**src/design/positional_insert_list_unit_assert.svh**
```systemverilog
// assertion macros for the positional insert list unit
// needs a clk and an active-low rst_n in the scope of each use
`ifndef POSITIONAL_INSERT_LIST_UNIT_ASSERT_SVH
`define POSITIONAL_INSERT_LIST_UNIT_ASSERT_SVH

// same-cycle implication
`define PLU_ASSERT_IMP(label, ante, cons) \
  label: assert property (@(posedge clk) disable iff (!rst_n) (ante) |-> (cons)) \
    else $error("positional insert list check failed");

// next-cycle implication
`define PLU_ASSERT_NXT(label, ante, cons) \
  label: assert property (@(posedge clk) disable iff (!rst_n) (ante) |=> (cons)) \
    else $error("positional insert list check failed");

`endif

```
**src/design/plu_pkg.sv**
```systemverilog
// shared types for the positional insert list unit
// no dependencies
package plu_pkg;

  // input command codes
  typedef enum logic {
    OP_INSERT = 1'b0,
    OP_DUMP   = 1'b1
  } plu_op_t;

  // result status codes
  typedef enum logic [1:0] {
    ST_OK      = 2'd0,
    ST_BAD_POS = 2'd1,
    ST_FULL    = 2'd2,
    ST_EMPTY   = 2'd3
  } plu_stat_t;

  localparam int ResultLimit = 32;

  // controller to datapath
  typedef struct packed {
    logic      insert;      // shift in the value and emit an ok result
    logic      reject;      // emit a single result with rej_status
    plu_stat_t rej_status;
    logic      dump_start;  // clear the dump step counter
    logic      dump_step;   // rotate the list by one entry
    logic      dump_emit;   // also emit the head entry as a result
  } plu_cmd_t;

  // datapath to controller
  typedef struct packed {
    logic pos_bad;
    logic full;
    logic empty;
    logic out_free;
    logic dump_final;
    logic dump_emits;
  } plu_sts_t;

endpackage

```
**src/design/plu_ctrl.sv**
```systemverilog
// controller for the positional insert list unit
// depends on plu_pkg
module plu_ctrl import plu_pkg::*; (
  input  logic     clk,
  input  logic     rst_n,
  input  logic     in_valid,
  input  logic     in_cmd,
  output logic     in_stall,
  input  plu_sts_t sts,
  output plu_cmd_t cmd
);

  typedef enum logic {
    S_IDLE,
    S_DUMP
  } state_t;

  state_t state_r;
  state_t state_nxt;
  logic   accept;

  assign in_stall = !((state_r == S_IDLE) && sts.out_free);
  assign accept   = in_valid && !in_stall;

  always_comb begin
    state_nxt      = state_r;
    cmd            = '0;
    cmd.rej_status = ST_OK;
    case (state_r)
      S_IDLE: begin
        if (accept) begin
          if (plu_op_t'(in_cmd) == OP_INSERT) begin
            if (sts.pos_bad) begin
              cmd.reject     = 1'b1;
              cmd.rej_status = ST_BAD_POS;
            end else if (sts.full) begin
              cmd.reject     = 1'b1;
              cmd.rej_status = ST_FULL;
            end else begin
              cmd.insert = 1'b1;
            end
          end else if (sts.empty) begin
            cmd.reject     = 1'b1;
            cmd.rej_status = ST_EMPTY;
          end else begin
            cmd.dump_start = 1'b1;
            state_nxt      = S_DUMP;
          end
        end
      end
      S_DUMP: begin
        // entries past the result limit are rotated without being emitted
        if (!sts.dump_emits || sts.out_free) begin
          cmd.dump_step = 1'b1;
          cmd.dump_emit = sts.dump_emits;
          if (sts.dump_final) begin
            state_nxt = S_IDLE;
          end
        end
      end
      default: begin
        state_nxt = S_IDLE;
      end
    endcase
  end

  always_ff @(posedge clk) begin
    if (!rst_n) begin
      state_r <= S_IDLE;
    end else begin
      state_r <= state_nxt;
    end
  end

endmodule

```
**src/design/plu_dp.sv**
```systemverilog
// datapath for the positional insert list unit: list cells, tallies, result register
// depends on plu_pkg
module plu_dp import plu_pkg::*; #(
  parameter int DEPTH = 32
) (
  input  logic               clk,
  input  logic               rst_n,
  input  logic [5:0]         in_position,
  input  logic signed [31:0] in_value,
  input  plu_cmd_t           cmd,
  output plu_sts_t           sts,
  output logic               out_valid,
  input  logic               out_stall,
  output logic [1:0]         out_status,
  output logic [4:0]         out_index,
  output logic signed [31:0] out_element,
  output logic               out_last,
  output logic [5:0]         out_entry_count,
  output logic [5:0]         out_positive_count,
  output logic [5:0]         out_negative_count
);

  localparam int CW   = $clog2(DEPTH + 1);
  localparam int CMPW = ((CW > 6) ? CW : 6) + 1;

  logic signed [31:0] cells_r   [DEPTH];
  logic signed [31:0] cells_nxt [DEPTH];
  logic [CW-1:0]      count_r, count_nxt;
  logic [CW-1:0]      nonneg_r, nonneg_nxt;
  logic [CW-1:0]      neg_r, neg_nxt;
  logic [CW-1:0]      step_r, step_nxt;

  logic [CMPW-1:0]    pos_ext, slot_ext, count_ext, cnt_m1, step_ext, lim_ext;

  logic               out_valid_r, out_valid_nxt;
  logic [1:0]         out_status_r;
  logic [4:0]         out_index_r;
  logic signed [31:0] out_element_r;
  logic               out_last_r;
  logic [5:0]         out_entry_r, out_pos_r, out_neg_r;
  logic               load;

  assign pos_ext   = CMPW'(in_position);
  assign slot_ext  = pos_ext - CMPW'(1);
  assign count_ext = CMPW'(count_r);
  assign cnt_m1    = count_ext - CMPW'(1);
  assign step_ext  = CMPW'(step_r);
  assign lim_ext   = (count_ext > CMPW'(ResultLimit)) ? CMPW'(ResultLimit) : count_ext;

  assign sts.pos_bad    = (in_position == 6'd0) || (pos_ext > count_ext + CMPW'(1));
  assign sts.full       = (count_r == CW'(DEPTH));
  assign sts.empty      = (count_r == '0);
  assign sts.out_free   = !out_valid_r || !out_stall;
  assign sts.dump_final = (step_ext == cnt_m1);
  assign sts.dump_emits = (step_ext < CMPW'(ResultLimit));

  // per-cell next value: insert shifts later entries back, dump rotates to the front
  for (genvar k = 0; k < DEPTH; k++) begin : g_cell
    localparam logic [CMPW-1:0] Kk = CMPW'(k);
    always_comb begin
      cells_nxt[k] = cells_r[k];
      if (cmd.insert) begin
        if (Kk == slot_ext) begin
          cells_nxt[k] = in_value;
        end
        if (k > 0) begin
          if ((Kk > slot_ext) && (Kk <= count_ext)) begin
            cells_nxt[k] = cells_r[(k > 0) ? k - 1 : 0];
          end
        end
      end else if (cmd.dump_step) begin
        if (Kk == cnt_m1) begin
          cells_nxt[k] = cells_r[0];
        end else if (Kk < cnt_m1) begin
          cells_nxt[k] = cells_r[(k < DEPTH - 1) ? k + 1 : k];
        end
      end
    end
  end

  always_comb begin
    count_nxt  = count_r;
    nonneg_nxt = nonneg_r;
    neg_nxt    = neg_r;
    step_nxt   = step_r;
    if (cmd.insert) begin
      count_nxt = count_r + CW'(1);
      if (in_value[31]) begin
        neg_nxt = neg_r + CW'(1);
      end else begin
        nonneg_nxt = nonneg_r + CW'(1);
      end
    end
    if (cmd.dump_start) begin
      step_nxt = '0;
    end else if (cmd.dump_step) begin
      step_nxt = step_r + CW'(1);
    end
  end

  assign load          = cmd.insert || cmd.reject || cmd.dump_emit;
  assign out_valid_nxt = load || (out_valid_r && out_stall);

  always_ff @(posedge clk) begin
    if (!rst_n) begin
      count_r     <= '0;
      nonneg_r    <= '0;
      neg_r       <= '0;
      step_r      <= '0;
      out_valid_r <= 1'b0;
    end else begin
      count_r     <= count_nxt;
      nonneg_r    <= nonneg_nxt;
      neg_r       <= neg_nxt;
      step_r      <= step_nxt;
      out_valid_r <= out_valid_nxt;
    end
  end

  always_ff @(posedge clk) begin
    for (int i = 0; i < DEPTH; i++) begin
      cells_r[i] <= cells_nxt[i];
    end
    if (load) begin
      out_entry_r <= 6'(count_nxt);
      out_pos_r   <= 6'(nonneg_nxt);
      out_neg_r   <= 6'(neg_nxt);
      if (cmd.insert) begin
        out_status_r  <= ST_OK;
        out_index_r   <= 5'(slot_ext);
        out_element_r <= in_value;
        out_last_r    <= 1'b1;
      end else if (cmd.reject) begin
        out_status_r  <= cmd.rej_status;
        out_index_r   <= '0;
        out_element_r <= '0;
        out_last_r    <= 1'b1;
      end else begin
        out_status_r  <= ST_OK;
        out_index_r   <= 5'(step_r);
        out_element_r <= cells_r[0];
        out_last_r    <= (step_ext == lim_ext - CMPW'(1));
      end
    end
  end

  assign out_valid          = out_valid_r;
  assign out_status         = out_status_r;
  assign out_index          = out_index_r;
  assign out_element        = out_element_r;
  assign out_last           = out_last_r;
  assign out_entry_count    = out_entry_r;
  assign out_positive_count = out_pos_r;
  assign out_negative_count = out_neg_r;

endmodule

```
**src/design/positional_insert_list_unit.sv**
```systemverilog
// top level of the positional insert list unit
// depends on plu_pkg, plu_ctrl, plu_dp and positional_insert_list_unit_assert.svh
//
// bounded ordered list of up to DEPTH signed 32-bit values held in a row of
// registers. an insert transaction (cmd 0) names a 1-based position: the value
// goes in at that slot and every later entry moves back one place.
// it yields one result: ok with the slot and value, bad position when
// the position is zero or beyond count+1, or list full. a dump transaction
// (cmd 1) yields one result per stored entry in order with last set on the
// final one (at most 32 results), or one list-empty result. every result
// carries the entry count and the non-negative and negative tallies as they
// stand after the transaction; these are kept as running counters.
// timing: an insert or any rejected transaction leaves the controller idle, and
// the next input can be taken in the following cycle if the output register
// is free or its result is being taken. a dump first clears the step counter,
// then reads the list at its head and rotates it by one entry per cycle;
// input is stalled until the rotation is complete and output stalls stretch it.
// there is no clearing pass: entries are only read below the entry count.
`include "positional_insert_list_unit_assert.svh"

module positional_insert_list_unit import plu_pkg::*; #(
  parameter int DEPTH = 32
) (
  input  logic               clk,
  input  logic               rst_n,
  // input channel
  input  logic               in_valid,
  output logic               in_stall,
  input  logic               in_cmd,
  input  logic [5:0]         in_position,
  input  logic signed [31:0] in_value,
  // result channel
  output logic               out_valid,
  input  logic               out_stall,
  output logic [1:0]         out_status,
  output logic [4:0]         out_index,
  output logic signed [31:0] out_element,
  output logic               out_last,
  output logic [5:0]         out_entry_count,
  output logic [5:0]         out_positive_count,
  output logic [5:0]         out_negative_count
);

  plu_cmd_t cmd;  // per-cycle commands from the controller
  plu_sts_t sts;  // list and output register status

  // sequencer: idle or walking the list for a dump
  plu_ctrl u_ctrl (
    .clk      (clk),
    .rst_n    (rst_n),
    .in_valid (in_valid),
    .in_cmd   (in_cmd),
    .in_stall (in_stall),
    .sts      (sts),
    .cmd      (cmd)
  );

  // list cells, running tallies and the result register
  plu_dp #(
    .DEPTH (DEPTH)
  ) u_dp (
    .clk                (clk),
    .rst_n              (rst_n),
    .in_position        (in_position),
    .in_value           (in_value),
    .cmd                (cmd),
    .sts                (sts),
    .out_valid          (out_valid),
    .out_stall          (out_stall),
    .out_status         (out_status),
    .out_index          (out_index),
    .out_element        (out_element),
    .out_last           (out_last),
    .out_entry_count    (out_entry_count),
    .out_positive_count (out_positive_count),
    .out_negative_count (out_negative_count)
  );

  // tallies always add up to the entry count (all modulo the field width)
  `PLU_ASSERT_IMP(a_tally_sum, out_valid, 6'(out_positive_count + out_negative_count) == out_entry_count)
  // any non-ok status is a single-result transaction
  `PLU_ASSERT_IMP(a_err_last, out_valid && (out_status != ST_OK), out_last)
  // no input is taken while the list is being rotated
  `PLU_ASSERT_IMP(a_dump_stall, cmd.dump_step, in_stall)
  // at most one datapath action per cycle
  `PLU_ASSERT_IMP(a_cmd_excl, 1'b1, $onehot0({cmd.insert, cmd.reject, cmd.dump_start, cmd.dump_step}))

endmodule

```
**config.mk**
```make
export PLATFORM = sky130hd
export DESIGN_NAME = positional_insert_list_unit
export DESIGN_NICKNAME = d
export VERILOG_FILES = /design/src/design/plu_pkg.sv /design/src/design/plu_ctrl.sv /design/src/design/plu_dp.sv /design/src/design/positional_insert_list_unit.sv
export VERILOG_INCLUDE_DIRS = /design/src /design/src/design
export SDC_FILE = /design/constraint.sdc
export NUM_CORES = 2
export LEC_CHECK = 0
export ABC_AREA = 1
export BUFFER_PORTS_ARGS = -buffer_cell sky130_fd_sc_hd__buf_2
export CAP_MARGIN = 25
export CORE_ASPECT_RATIO = 1.2
export CORE_MARGIN = 2
export CORE_UTILIZATION = 25
export CTS_BUF_LIST = sky130_fd_sc_hd__clkbuf_8
export CTS_CLUSTER_SIZE = 24
export DETAILED_ROUTE_END_ITERATION = 8
export HOLD_SLACK_MARGIN = 0.1
export PLACE_DENSITY_LB_ADDON = 0.12
export RECOVER_POWER = 50
export REMOVE_ABC_BUFFERS = 1
export SKIP_CTS_REPAIR_TIMING = 1
export SYNTH_ARGS = -nofsm -noshare
export SYNTH_HDL_FRONTEND = slang
export SYNTH_SLANG_ARGS = --single-unit
```
**constraint.sdc**
```tcl
create_clock -name clk -period 5.08 [get_ports clk]
set_input_delay 0.508 -clock clk [delete_from_list [all_inputs] [get_ports clk]]
set_output_delay 0.508 -clock clk [all_outputs]
set_load 0.01 [all_outputs]
```
==> results.json <==
{
  "ys_ff_latch": 1108,
  "start_kind": "register",
  "synth.avg_cell_area_sq_um": 7.36,
  "slowest_delay_ps": 810,
  "worst_slack_ps": 195,
  "clock_sinks": 1108,
  "rsz0062_at_grt": "no",
  "relSlewSlack_pct": -26.3,
  "period_share_pct": 96.2,
  "stdcell_area_sq_mm": 0.0802,
  "synth_edf_count": 1082,
  "hold_violations": 0,
  "violations": "capacitance limit, slew limit",
  "hold_path_depth": 3,
  "end_kind": "register",
  "wirelength_mm": 375,
  "wl_per_cell_um": 27.8,
  "holdWs_ps": 102,
  "vias_per_cell": 5.30,
  "routabilityCongestion": 0.900,
  "cts_buffers": 215,
  "r2r_start": "u_dp.count_r[0]",
  "dp_cells": 13065,
  "cap_violations": 10,
  "ir_worst_vdd_mv": 0.178,
  "synth_top_family_by_area": "simple AND/OR/NAND/NOR gates",
  "track_usage_pct": 24.7,
  "synthMuxAreaShare_pct": 0,
  "layout.nets": 9572,
  "synth-compound-area-share_pct": 13.4,
  "synth_cells": 9765,
  "fp-row-count": 215,
  "preCtsSetupSlack_ps": 509,
  "grt_pass1_wl_mm": 526,
  "clkTransAtPathRegs_ps": 80,
  "dr.pass1.iters": 6,
  "period_minus_slack_ps": 4890,
  "synthArstFlopShare_pct": 0,
  "startpoint": "u_dp.count_r[0]",
  "vias": 71557,
  "setup_tns_ps": 0,
  "cts_tree": "built",
  "hpwl_mm": 237,
  "setup_viol": 0,
  "seq_area_frac_synth_pct": 45.9,
  "yosysWarnings": 0,
  "worst_path_most_repeated_cell": "nand2_1",
  "drive_above_1_share_pct": 7.26,
  "grt_max_degree": 163,
  "yosys.area_share.simple_pct": 31.7,
  "synth_fa_ha_area_share_pct": 0.331,
  "clockBufferDepth": 4,
  "skew_ps": 98.7,
  "htree_levels": 4,
  "clock.fmax_mhz": 205,
  "yosys_most_used_dff": "edfxtp_1",
  "core_sq_mm": 0.286,
  "slowest_stage": "xor2_1",
  "cp.arrival_ps": 5660,
  "slew_violations": 750,
  "ios": 103,
  "hold_path.startpoint": "rst_n",
  "clock_latency_ps": 1030,
  "grt_pass1_vias": 68908,
  "power.leakage_nw": 34.5,
  "synth_cell_types": 48,
  "grt-ovfl-total": 0,
  "netlist_area_sq_mm": 0.0719,
  "hold_class": "primary input to register",
  "placed_area_sq_mm": 0.0766,
  "synth_xor_area_share_pct": 0.329,
  "finalNonFillerCells": 13494,
  "antenna_found_initial": 23,
  "die_h_um": 591,
  "reg2reg_depth": 12,
  "cp.required_ps": 5850,
  "criticalPathCategory": "register to register",
  "drt_iter0_markers": 8307,
  "die_width_um": 494,
  "status": "complete, but fails checks",
  "cp_max_fo": 37,
  "portBuffers": 102,
  "path_cells": "buf_4, inv_1, ha_1, nand2_1, xor2_1, nor2_1, nand2_2, clkbuf_2, buf_4, nand2_1, o211ai_1, nand2_1",
  "tightest_slew_ps": 1890,
  "drt.antenna.violating_nets": 0,
  "initial_core_util_pct": 25.1,
  "cts_root_buffer": "clkbuf_8",
  "p_per_area_mw_per_mm2": 321,
  "area_growth_pct": 11.5,
  "drc": 0,
  "die_area_sq_mm": 0.292
}
cell families (layout without fill, tap and decap cells):
logic type,count (synthesis),count (layout)
other cells,0,29
fa+ha+maj,19,19
simple gates,5436,5436
buf+inv,1433,1336
compound gates,1745,1745
flops,1108,1108
xor+xnor,24,24
flip-flops by register name, indices dropped and copies added, names as in the netlist, 2 cells and up:
register,cells
u_dp.cells_r,1024
u_dp.out_element,32
u_dp.count_r,6
u_dp.neg_r,6
u_dp.nonneg_r,6
u_dp.out_entry_count,6
u_dp.out_negative_count,6
u_dp.out_positive_count,6
u_dp.step_r,6
u_dp.out_index,5
u_dp.out_status,2
synth_stat cells (2+ instances only):
library cell | number | area (sq um)
a21boi_0 | 2 | 15.0
a21oi_1 | 134 | 671
a21oi_2 | 2 | 17.5
a31oi_1 | 34 | 213
and3_1 | 2 | 12.5
buf_1 | 67 | 251
buf_2 | 326 | 1630
buf_4 | 30 | 225
buf_6 | 10 | 113
clkbuf_1 | 470 | 1760
clkinv_1 | 19 | 71.3
dfxtp_1 | 26 | 521
edfxtp_1 | 1082 | 32500
ha_1 | 19 | 238
inv_1 | 495 | 1860
inv_2 | 15 | 56.3
nand2_1 | 3882 | 14600
nand2_2 | 19 | 119
nand2_4 | 3 | 33.8
nand3_1 | 743 | 3720
nand3_2 | 7 | 70.1
nand3b_1 | 163 | 1220
nand4_1 | 200 | 1250
nand4_2 | 3 | 37.5
nor2_1 | 374 | 1400
nor2_2 | 12 | 75.1
nor2_4 | 6 | 67.6
nor2_8 | 4 | 80.1
nor3_1 | 10 | 50.1
nor3b_1 | 3 | 22.5
o211ai_1 | 326 | 2450
o21ai_0 | 917 | 4590
o21ai_1 | 301 | 1510
o22ai_1 | 23 | 144
or2_2 | 3 | 18.8
xnor2_1 | 4 | 35.0
xor2_1 | 18 | 158
worst max-delay path, delay by kind of cell (launching register included):
kind,cells,cell delay [ps]
AO/OA/AOI/OAI,1,160
XOR/XNOR,1,810
adder cells (fa/ha/maj),1,310
buffers and inverters,4,1740
flip-flops,1,330
AND/OR/NAND/NOR,5,1230
final timing paths:
check                   endpoint  slack, ps
max          u_dp.cells_r[4][87]        190
min               u_dp.out_valid        100
max reg2reg  u_dp.cells_r[4][87]        190
min reg2reg        u_dp.neg_r[4]        490
cell usage in the layout (no fill, tap or decap), drive strengths merged, types with 26 or more instances in the layout:
cell    Yosys  final
a21oi     137    137
a31oi      34     34
buf       433    308
clkbuf    471    317
clkinv     19     90
dfxtp      26     26
diode       0     29
edfxtp   1082   1082
inv       510    594
nand2    3904   3904
nand3     750    750
nand3b    163    163
nand4     203    203
nor2      396    396
o211ai    326    326
o21ai    1219   1219
where the power goes:
part | switching (W) | leakage [nW] | internal, W
Combinational | 0.00425 | 22.1 | 0.00135
Sequential | 0.000443 | 10.2 | 0.0113
Clock | 0.00449 | 2.21 | 0.00398
final cells by class:
type	count	area, sq um
Sequential cell	1108	33000
Inverter	529	1990
Antenna cell	29	72.6
Clock buffer	217	2990
Tap cell	3797	4750
Clock inverter	158	662
Fill cell	31619	206000
Timing Repair Buffer	432	3480
Multi-Input combinational cell	7224	33200
routing by layer:
metal | up-vias | wire length [um] | track usage (%)
li1 | 32244 | - | -
met1 | 35435 | 159000 | 32.9
met2 | 3268 | 173000 | 40.2
met3 | 610 | 28600 | 3.99
met4 | 0 | 14400 | 8.96
met5 | - | 0 | 0
through the flow:
stage	util (%)	total power, W
floorplan	-	0.0159
CTS	28.1	0.0260
global route	28.0	0.0268
global placement	26.7	0.0174
finish	28.0	0.0258
detailed placement	26.8	0.0174
(Power assumes the default switching activity.)
